<file path="src/rtl/ccr_pkg.sv">
`timescale 1ns / 1ps

package ccr_pkg;

   localparam int LEVELS_BITS   = 3;
   localparam int QUARTER_SHIFT = 2;
   localparam int QUARTER_BIAS  = 2;

   typedef struct packed {
      logic enable;   // this stage refines; otherwise it forwards beats unchanged
      logic flush;    // forget the held point
   } cell_ctrl_type;

endpackage

</file>
<file path="src/rtl/ccr_req_if.sv">
`timescale 1ns / 1ps

interface ccr_req_if #(
   parameter int COORD_BITS = 16
);
   logic                         valid;
   logic                         ready;
   logic signed [COORD_BITS-1:0] point_x;
   logic signed [COORD_BITS-1:0] point_y;
   logic                         is_final;

   modport source (output valid, output point_x, output point_y, output is_final,
                   input ready);
   modport sink   (input valid, input point_x, input point_y, input is_final,
                   output ready);
endinterface

</file>
<file path="src/rtl/ccr_rsp_if.sv">
`timescale 1ns / 1ps

interface ccr_rsp_if #(
   parameter int COORD_BITS = 16
);
   logic                         valid;
   logic                         ready;
   logic signed [COORD_BITS-1:0] out_x;
   logic signed [COORD_BITS-1:0] out_y;
   logic                         out_final;

   modport source (output valid, output out_x, output out_y, output out_final,
                   input ready);
   modport sink   (input valid, input out_x, input out_y, input out_final,
                   output ready);
endinterface

</file>
<file path="src/rtl/ccr_cell.sv">
`timescale 1ns / 1ps

module ccr_cell #(
   parameter int COORD_BITS = 16
) (
   input  logic                         clock,
   input  logic                         reset,
   input  ccr_pkg::cell_ctrl_type       ctrl,
   input  logic                         in_valid,
   output logic                         in_ready,
   input  logic signed [COORD_BITS-1:0] in_x,
   input  logic signed [COORD_BITS-1:0] in_y,
   input  logic                         in_fin,
   input  logic                         in_kill,
   output logic                         out_valid,
   input  logic                         out_ready,
   output logic signed [COORD_BITS-1:0] out_x,
   output logic signed [COORD_BITS-1:0] out_y,
   output logic                         out_fin,
   output logic                         out_kill
);

   logic                         prior_valid_ff, prior_valid_in;
   logic signed [COORD_BITS-1:0] prior_x_ff, prior_x_in;
   logic signed [COORD_BITS-1:0] prior_y_ff, prior_y_in;

   logic                         o_valid_ff, o_valid_in;
   logic signed [COORD_BITS-1:0] o_x_ff, o_x_in;
   logic signed [COORD_BITS-1:0] o_y_ff, o_y_in;
   logic                         o_fin_ff, o_fin_in;
   logic                         o_kill_ff, o_kill_in;

   logic                         s_valid_ff, s_valid_in;
   logic signed [COORD_BITS-1:0] s_x_ff, s_x_in;
   logic signed [COORD_BITS-1:0] s_y_ff, s_y_in;
   logic                         s_fin_ff, s_fin_in;

   logic                         o_free;
   logic                         take;
   logic signed [COORD_BITS:0]   px_ext, py_ext, ix_ext, iy_ext;
   logic signed [COORD_BITS+1:0] dx_sum, dy_sum;
   logic signed [COORD_BITS:0]   qx, qy;
   logic signed [COORD_BITS:0]   first_x, first_y, second_x, second_y;

   // quarter of the step, rounded as floor((d + 2) / 4); d + 2 needs two extra bits
   always_comb begin
      px_ext   = {prior_x_ff[COORD_BITS-1], prior_x_ff};
      py_ext   = {prior_y_ff[COORD_BITS-1], prior_y_ff};
      ix_ext   = {in_x[COORD_BITS-1], in_x};
      iy_ext   = {in_y[COORD_BITS-1], in_y};
      dx_sum   = {ix_ext[COORD_BITS], ix_ext} - {px_ext[COORD_BITS], px_ext}
                 + (COORD_BITS+2)'(ccr_pkg::QUARTER_BIAS);
      dy_sum   = {iy_ext[COORD_BITS], iy_ext} - {py_ext[COORD_BITS], py_ext}
                 + (COORD_BITS+2)'(ccr_pkg::QUARTER_BIAS);
      qx       = (COORD_BITS+1)'(dx_sum >>> ccr_pkg::QUARTER_SHIFT);
      qy       = (COORD_BITS+1)'(dy_sum >>> ccr_pkg::QUARTER_SHIFT);
      first_x  = px_ext + qx;
      first_y  = py_ext + qy;
      second_x = ix_ext - qx;
      second_y = iy_ext - qy;
   end

   assign o_free   = !o_valid_ff || out_ready;
   assign in_ready = o_free && !s_valid_ff;
   assign take     = in_valid && in_ready;

   always_comb begin
      prior_valid_in = prior_valid_ff;
      prior_x_in     = prior_x_ff;
      prior_y_in     = prior_y_ff;
      o_valid_in     = o_valid_ff;
      o_x_in         = o_x_ff;
      o_y_in         = o_y_ff;
      o_fin_in       = o_fin_ff;
      o_kill_in      = o_kill_ff;
      s_valid_in     = s_valid_ff;
      s_x_in         = s_x_ff;
      s_y_in         = s_y_ff;
      s_fin_in       = s_fin_ff;

      if (o_free) begin
         o_valid_in = 1'b0;
      end

      // advance the second cut point into the output slot
      if (s_valid_ff && o_free) begin
         o_valid_in = 1'b1;
         o_x_in     = s_x_ff;
         o_y_in     = s_y_ff;
         o_fin_in   = s_fin_ff;
         o_kill_in  = 1'b0;
         s_valid_in = 1'b0;
      end

      if (take) begin
         if (!ctrl.enable) begin
            o_valid_in = 1'b1;
            o_x_in     = in_x;
            o_y_in     = in_y;
            o_fin_in   = in_fin;
            o_kill_in  = in_kill;
         end else if (in_kill) begin
            // an upstream stage dropped the final point: clear and pass the kill on
            prior_valid_in = 1'b0;
            o_valid_in     = 1'b1;
            o_fin_in       = 1'b0;
            o_kill_in      = 1'b1;
         end else begin
            prior_x_in     = in_x;
            prior_y_in     = in_y;
            prior_valid_in = !in_fin;
            if (prior_valid_ff) begin
               o_valid_in = 1'b1;
               o_x_in     = first_x[COORD_BITS-1:0];
               o_y_in     = first_y[COORD_BITS-1:0];
               o_fin_in   = 1'b0;
               o_kill_in  = 1'b0;
               s_valid_in = 1'b1;
               s_x_in     = second_x[COORD_BITS-1:0];
               s_y_in     = second_y[COORD_BITS-1:0];
               s_fin_in   = in_fin;
            end else if (in_fin) begin
               // lone final point: no output, clear the stages downstream
               o_valid_in = 1'b1;
               o_fin_in   = 1'b0;
               o_kill_in  = 1'b1;
            end
         end
      end

      if (ctrl.flush) begin
         prior_valid_in = 1'b0;
      end
   end

   always_ff @(posedge clock) begin
      if (reset) begin
         prior_valid_ff <= 1'b0;
         o_valid_ff     <= 1'b0;
         s_valid_ff     <= 1'b0;
      end else begin
         prior_valid_ff <= prior_valid_in;
         o_valid_ff     <= o_valid_in;
         s_valid_ff     <= s_valid_in;
      end
      prior_x_ff <= prior_x_in;
      prior_y_ff <= prior_y_in;
      o_x_ff     <= o_x_in;
      o_y_ff     <= o_y_in;
      o_fin_ff   <= o_fin_in;
      o_kill_ff  <= o_kill_in;
      s_x_ff     <= s_x_in;
      s_y_ff     <= s_y_in;
      s_fin_ff   <= s_fin_in;
   end

   assign out_valid = o_valid_ff;
   assign out_x     = o_x_ff;
   assign out_y     = o_y_ff;
   assign out_fin   = o_fin_ff;
   assign out_kill  = o_kill_ff;

endmodule

</file>
<file path="src/rtl/corner_cutting_curve_refiner.sv">
`timescale 1ns / 1ps

// Chaikin corner-cutting refiner for an open polygon streamed one control point
// per beat, the last point flagged. A row of MAX_LEVELS identical stages does
// the work; the first csr_wdata stages (capped at MAX_LEVELS) each cut corners
// and the rest forward beats unchanged, so zero levels passes points through.
// A refining stage turns each point after the first into two results and
// delivers one beat per cycle unless its output stalls, so with L levels an
// input point gives up to 2^L results at one result per cycle when the output
// does not stall; the next point is taken once the first stage has emitted the
// two cut points of the previous one. A point reaches its first result through
// the output register of each of the MAX_LEVELS stages. With one or more levels
// a one-point polygon gives no result. Writing csr_wdata starts a new polygon;
// the user must do so only while the block is idle; the block does not check.
module corner_cutting_curve_refiner #(
   parameter int MAX_LEVELS = 6,
   parameter int COORD_BITS = 16
) (
   input  logic                                clock,
   input  logic                                reset,
   ccr_req_if.sink                             req_chan,
   ccr_rsp_if.source                           rsp_chan,
   input  logic                                csr_we,
   input  logic [ccr_pkg::LEVELS_BITS-1:0]     csr_wdata
);

   logic [ccr_pkg::LEVELS_BITS-1:0] levels_ff, levels_in;

   logic                         link_valid [MAX_LEVELS+1];
   logic                         link_ready [MAX_LEVELS+1];
   logic signed [COORD_BITS-1:0] link_x     [MAX_LEVELS+1];
   logic signed [COORD_BITS-1:0] link_y     [MAX_LEVELS+1];
   logic                         link_fin   [MAX_LEVELS+1];
   logic                         link_kill  [MAX_LEVELS+1];

   assign levels_in = csr_we ? csr_wdata : levels_ff;

   always_ff @(posedge clock) begin
      if (reset) begin
         levels_ff <= '0;
      end else begin
         levels_ff <= levels_in;
      end
   end

   assign link_valid[0]  = req_chan.valid;
   assign req_chan.ready = link_ready[0];
   assign link_x[0]      = req_chan.point_x;
   assign link_y[0]      = req_chan.point_y;
   assign link_fin[0]    = req_chan.is_final;
   assign link_kill[0]   = 1'b0;

   for (genvar i = 0; i < MAX_LEVELS; i++) begin : g_cell
      ccr_pkg::cell_ctrl_type ctrl;

      assign ctrl.enable = levels_ff > ccr_pkg::LEVELS_BITS'(i);
      assign ctrl.flush  = csr_we;

      ccr_cell #(
         .COORD_BITS (COORD_BITS)
      ) u_cell (
         .clock     (clock),
         .reset     (reset),
         .ctrl      (ctrl),
         .in_valid  (link_valid[i]),
         .in_ready  (link_ready[i]),
         .in_x      (link_x[i]),
         .in_y      (link_y[i]),
         .in_fin    (link_fin[i]),
         .in_kill   (link_kill[i]),
         .out_valid (link_valid[i+1]),
         .out_ready (link_ready[i+1]),
         .out_x     (link_x[i+1]),
         .out_y     (link_y[i+1]),
         .out_fin   (link_fin[i+1]),
         .out_kill  (link_kill[i+1])
      );
   end

   // drop kill beats at the end of the row
   assign rsp_chan.valid          = link_valid[MAX_LEVELS] && !link_kill[MAX_LEVELS];
   assign link_ready[MAX_LEVELS]  = rsp_chan.ready || link_kill[MAX_LEVELS];
   assign rsp_chan.out_x          = link_x[MAX_LEVELS];
   assign rsp_chan.out_y          = link_y[MAX_LEVELS];
   assign rsp_chan.out_final      = link_fin[MAX_LEVELS];

endmodule

</file>
<file path="src/flat_wrapper.sv">
// flat-port wrapper written by rule: the top's interface ports become plain ports
module corner_cutting_curve_refiner_flat 
#(
   parameter int MAX_LEVELS = 6,
   parameter int COORD_BITS = 16
)
  (clock, reset, csr_we, csr_wdata, req_chan_valid, req_chan_point_x, req_chan_point_y, req_chan_is_final, req_chan_ready, rsp_chan_valid, rsp_chan_out_x, rsp_chan_out_y, rsp_chan_out_final, rsp_chan_ready);
  ccr_req_if #(.COORD_BITS(COORD_BITS)) req_chan_i ();
  ccr_rsp_if #(.COORD_BITS(COORD_BITS)) rsp_chan_i ();
  input  logic clock;
  input  logic reset;
  input  logic csr_we;
  input  logic [ccr_pkg::LEVELS_BITS-1:0] csr_wdata;
  input wire logic [$bits(req_chan_i.valid)-1:0] req_chan_valid;
  input wire logic [$bits(req_chan_i.point_x)-1:0] req_chan_point_x;
  input wire logic [$bits(req_chan_i.point_y)-1:0] req_chan_point_y;
  input wire logic [$bits(req_chan_i.is_final)-1:0] req_chan_is_final;
  output wire logic [$bits(req_chan_i.ready)-1:0] req_chan_ready;
  output wire logic [$bits(rsp_chan_i.valid)-1:0] rsp_chan_valid;
  output wire logic [$bits(rsp_chan_i.out_x)-1:0] rsp_chan_out_x;
  output wire logic [$bits(rsp_chan_i.out_y)-1:0] rsp_chan_out_y;
  output wire logic [$bits(rsp_chan_i.out_final)-1:0] rsp_chan_out_final;
  input wire logic [$bits(rsp_chan_i.ready)-1:0] rsp_chan_ready;
  assign req_chan_i.valid = req_chan_valid;
  assign req_chan_i.point_x = req_chan_point_x;
  assign req_chan_i.point_y = req_chan_point_y;
  assign req_chan_i.is_final = req_chan_is_final;
  assign req_chan_ready = req_chan_i.ready;
  assign rsp_chan_valid = rsp_chan_i.valid;
  assign rsp_chan_out_x = rsp_chan_i.out_x;
  assign rsp_chan_out_y = rsp_chan_i.out_y;
  assign rsp_chan_out_final = rsp_chan_i.out_final;
  assign rsp_chan_i.ready = rsp_chan_ready;
  corner_cutting_curve_refiner #(.MAX_LEVELS(MAX_LEVELS), .COORD_BITS(COORD_BITS)) u_core (.clock(clock), .reset(reset), .req_chan(req_chan_i), .rsp_chan(rsp_chan_i), .csr_we(csr_we), .csr_wdata(csr_wdata));
endmodule
</file>
<file path="config.mk">
export PLATFORM = sky130hd
export DESIGN_NAME = corner_cutting_curve_refiner_flat
export DESIGN_NICKNAME = d
export VERILOG_FILES = /design/src/rtl/ccr_pkg.sv /design/src/rtl/ccr_req_if.sv /design/src/rtl/ccr_rsp_if.sv /design/src/rtl/ccr_cell.sv /design/src/rtl/corner_cutting_curve_refiner.sv /design/src/flat_wrapper.sv
export SDC_FILE = /design/constraint.sdc
export NUM_CORES = 2
export LEC_CHECK = 0
export ABC_AREA = 0
export BUFFER_PORTS_ARGS = -buffer_cell sky130_fd_sc_hd__buf_2
export CAP_MARGIN = 10
export CORE_MARGIN = 2
export CORE_UTILIZATION = 59
export DETAILED_ROUTE_END_ITERATION = 16
export GPL_ROUTABILITY_DRIVEN = 0
export PLACE_DENSITY = 0.8
export SKIP_CTS_REPAIR_TIMING = 1
export SYNTH_ARGS = -nofsm -noshare
export SYNTH_HDL_FRONTEND = slang
export SYNTH_SLANG_ARGS = --single-unit
</file>
<file path="constraint.sdc">
create_clock -name clock -period 4.94 [get_ports clock]
set_input_delay 0.494 -clock clock [delete_from_list [all_inputs] [get_ports clock]]
set_output_delay 0.494 -clock clock [all_outputs]
set_load 0.02 [all_outputs]
</file>
==> impl_metrics.ini <==
[sta]
fmax_mhz = 208
setup_violations = 0
fin_worst_skew_ns = 0.0310
slew_violations = 0
finalHoldViolCount = 0
period_needed_ns = 4.81
fin_tns_setup_ns = 0
worstMarginPinSlew_ns = 1.15
relSlewSlack_pct = 22.5
finalCritPeriodShare_pct = 97.3
hold_slack_ns = 0.0923

[pwr]
leakagePower_nw = 24.4
peakVddDrop_uv = 370
power_density_nw_per_um2 = 661

[synthesis]
yosysSeqAreaShare_pct = 32.7
syn_nets = 6134
synthArstFlopShare_pct = 0
yosysWarningCount = 0
synth_seq_cells = 615
yosysTopAreaCell = edfxtp_1
synth_top_area_share_pct = 23.6
synth_edf_count = 390
synth_cells = 5416
synth_ff_type = edfxtp_1
yosysUniqueCellTypes = 100
syn_area_per_cell_um2 = 9.14
syn_area_um2 = 49500
yosys-top-cells-area = edfxtp_1 24%, ha_1 16%, dfxtp_1 9.1%

[min_path]
min_delay_path_depth = 1
min_from = req_chan_point_y[0]
hold_path_class = primary input to flip-flop
hold_end = u_core.g_cell[0].u_cell.prior_y_ff[0]

[placed_design]
io_buffers = 75
post_dp_cell_area_um2 = 51700
post-dp-hpwl_um = 89200

[drt]
ant_nets = 0
drc = 0
wl_um = 114000
drt_iter0_markers = 2041
first_pass_iters = 5
wl_per_cell_um = 17.0
routed_via_density = 5.95
vias = 39900

[critical_path]
cp_top_family = compound AO/OA/AOI/OAI gates
path_cells = inv_1, ha_1, a21oi_2, o21ai_4, a211o_1, a21oi_1, xnor2_1, and4b_2, o21ai_0, o31ai_1, nand2_1, xnor2_2, ha_1, a21oi_2, o22ai_1, or4_4, a31oi_4, o21bai_1, a21o_1, a21oi_2, xnor2_1, xnor2_1, o221ai_1
crit_fanout = 4
r2r_start = u_core.g_cell[3].u_cell.prior_x_ff[2]
path_class = flip-flop to flip-flop
worst_setup_path_end_kind = flip-flop
worstPathRequired_ns = 5.42
r2r_end = u_core.g_cell[3].u_cell.out_x[15]
r2r_slack_ns = 0.13
start_kind = flip-flop
max_stage_delay_ns = 0.46
cpMaxStageDelayCell = or4_4
reg2reg_depth = 23
crit_arrival_ns = 5.28
crit_buf_inv = 1

[clocking]
clockBufferDepth = 3
clk_latency_ns = 0.63
cts_root_buf = clkbuf_16
cts_tree = built
cts_num_sinks = 615
path_clk_slew_ns = 0.06
cts_buffers = 71
ctsHtreeMaxLevel = 3

[layout]
drive_above_1_share_pct = 8.36
final_common_cell = ha_1
diodes = 0
design_area_um2 = 54500
final_cell_mix = 640 x ha_1, 500 x inv_1, 450 x nand2_1
fin_nets = 6283
area_growth_pct = 10.0
n_fill_cell = 6527

[status]
outcome = finished clean

[global_route]
grt-ovfl-total = 0
antenna_found_initial = 0
grt_pass1_vias = 39900
grt_pass1_wl_um = 186000
grt_usage_pct = 25.9
grt_max_degree = 36

[die]
dieArea_um2 = 86300
die_x_um = 294
core_um2 = 83400
io_pins = 76
num_rows = 106
die_h_um = 294
start_util_pct = 59.4

[run]
cap_violations = 0
metal layers:
layer / part of all wire (%) / GRT usage [%] / routed length [µm]
met1: 40 / 28.1 / 45300
met2: 52 / 50.3 / 59200
met3: 3.8 / 2.58 / 4290
met4: 4.4 / 11.5 / 4980
met5: 0 / 0 / 0
cell type report:
type	count	area, µm²	share of cell area (%)
clock buffer	102	2020	3.70
clock inverter	30	407	0.746
inverter	500	1880	3.44
multi-input combinational	4179	31300	57.5
sequential	615	16200	29.8
tap	1080	1350	2.48
timing repair buffer	198	1300	2.38
synthesized netlist by cell type (all sizes together) (18+ instances only):
| cell | count |
|---|---|
| xnor2 | 395 |
| a31o | 23 |
| mux2i | 78 |
| dfxtp | 225 |
| o21bai | 60 |
| nor2 | 329 |
| a221oi | 22 |
| nor2b | 71 |
| a211oi | 43 |
| a32oi | 50 |
| inv | 500 |
| a21o | 148 |
| o21a | 76 |
| edfxtp | 390 |
| ha | 641 |
| o221ai | 21 |
| nand2 | 452 |
| xor2 | 183 |
| a22oi | 29 |
| clkbuf | 97 |
| nor3 | 99 |
| and2 | 35 |
| and3 | 48 |
| fa | 36 |
| or3 | 42 |
| a31oi | 43 |
| o22ai | 104 |
| nand2b | 60 |
| nand3 | 97 |
| buf | 25 |
| o31a | 18 |
| or2 | 23 |
| o21ai | 241 |
| nand4 | 18 |
| o211ai | 20 |
| a21oi | 443 |
through the flow:
| step | util, % | cells | power, mW | setup slack [ns] |
|---|---|---|---|---|
| global route | 65.3 | 6704 | 39.0 | -0.109 |
| global placement | 61.9 | 6560 | 29.1 | 0.0354 |
| detailed placement | 61.9 | 6560 | 29.9 | -0.0539 |
| finish | 65.3 | 6704 | 36.0 | 0.135 |
| floorplan | - | 5416 | 25.7 | 0.369 |
| CTS | 64.8 | 6692 | 35.6 | 0.0218 |
where the power goes:
group	internal [mW]	total (mW)	switching [mW]
registers	7.05	7.77	0.719
clock network	3.24	5.45	2.21
logic	10.5	22.8	12.3
total	20.8	36.0	15.3
how the worst max path moves through the flow:
stage	cells past startpoint	slack (ns)	from	endpoint
floorplan	19	0.37	u_core.g_cell[4].u_cell.out_y[1]	u_core.g_cell[5].u_cell.s_y_ff[15]
global placement	21	0.04	req_chan_point_x[0]	u_core.g_cell[0].u_cell.s_x_ff[15]
detailed placement	21	-0.05	req_chan_point_x[0]	u_core.g_cell[0].u_cell.s_x_ff[15]
CTS	23	0.02	u_core.g_cell[3].u_cell.prior_x_ff[4]	u_core.g_cell[3].u_cell.out_x[15]
global route	23	-0.11	u_core.g_cell[3].u_cell.prior_x_ff[2]	u_core.g_cell[3].u_cell.out_x[15]
finish	23	0.13	u_core.g_cell[3].u_cell.prior_x_ff[2]	u_core.g_cell[3].u_cell.out_x[15]
registers in the layout (all words and copies together) (netlist names):
| signal | flops |
|---|---|
| u_core.g_cell.u_cell.out_fin | 6 |
| u_core.g_cell.u_cell.out_kill | 6 |
| u_core.g_cell.u_cell.out_valid | 6 |
| u_core.g_cell.u_cell.out_x | 96 |
| u_core.g_cell.u_cell.out_y | 96 |
| u_core.g_cell.u_cell.prior_valid_ff | 6 |
| u_core.g_cell.u_cell.prior_x_ff | 96 |
| u_core.g_cell.u_cell.prior_y_ff | 96 |
| u_core.g_cell.u_cell.s_fin_ff | 6 |
| u_core.g_cell.u_cell.s_valid_ff | 6 |
| u_core.g_cell.u_cell.s_x_ff | 96 |
| u_core.g_cell.u_cell.s_y_ff | 96 |
| u_core.levels_ff | 3 |
cell families (layout without fill, tap and decap cells):
| family | after synthesis | count (layout) | share of synthesized area (%) |
|---|---|---|---|
| flops | 615 | 615 | 32.7 |
| simple gates | 1344 | 1344 | 12.9 |
| mux | 93 | 93 | 1.92 |
| fa+ha+maj | 677 | 677 | 17.6 |
| compound gates | 1485 | 1485 | 19.7 |
| xor+xnor | 580 | 580 | 10.3 |
| buf+inv | 622 | 830 | 4.77 |
(Power assumes the default switching activity.)
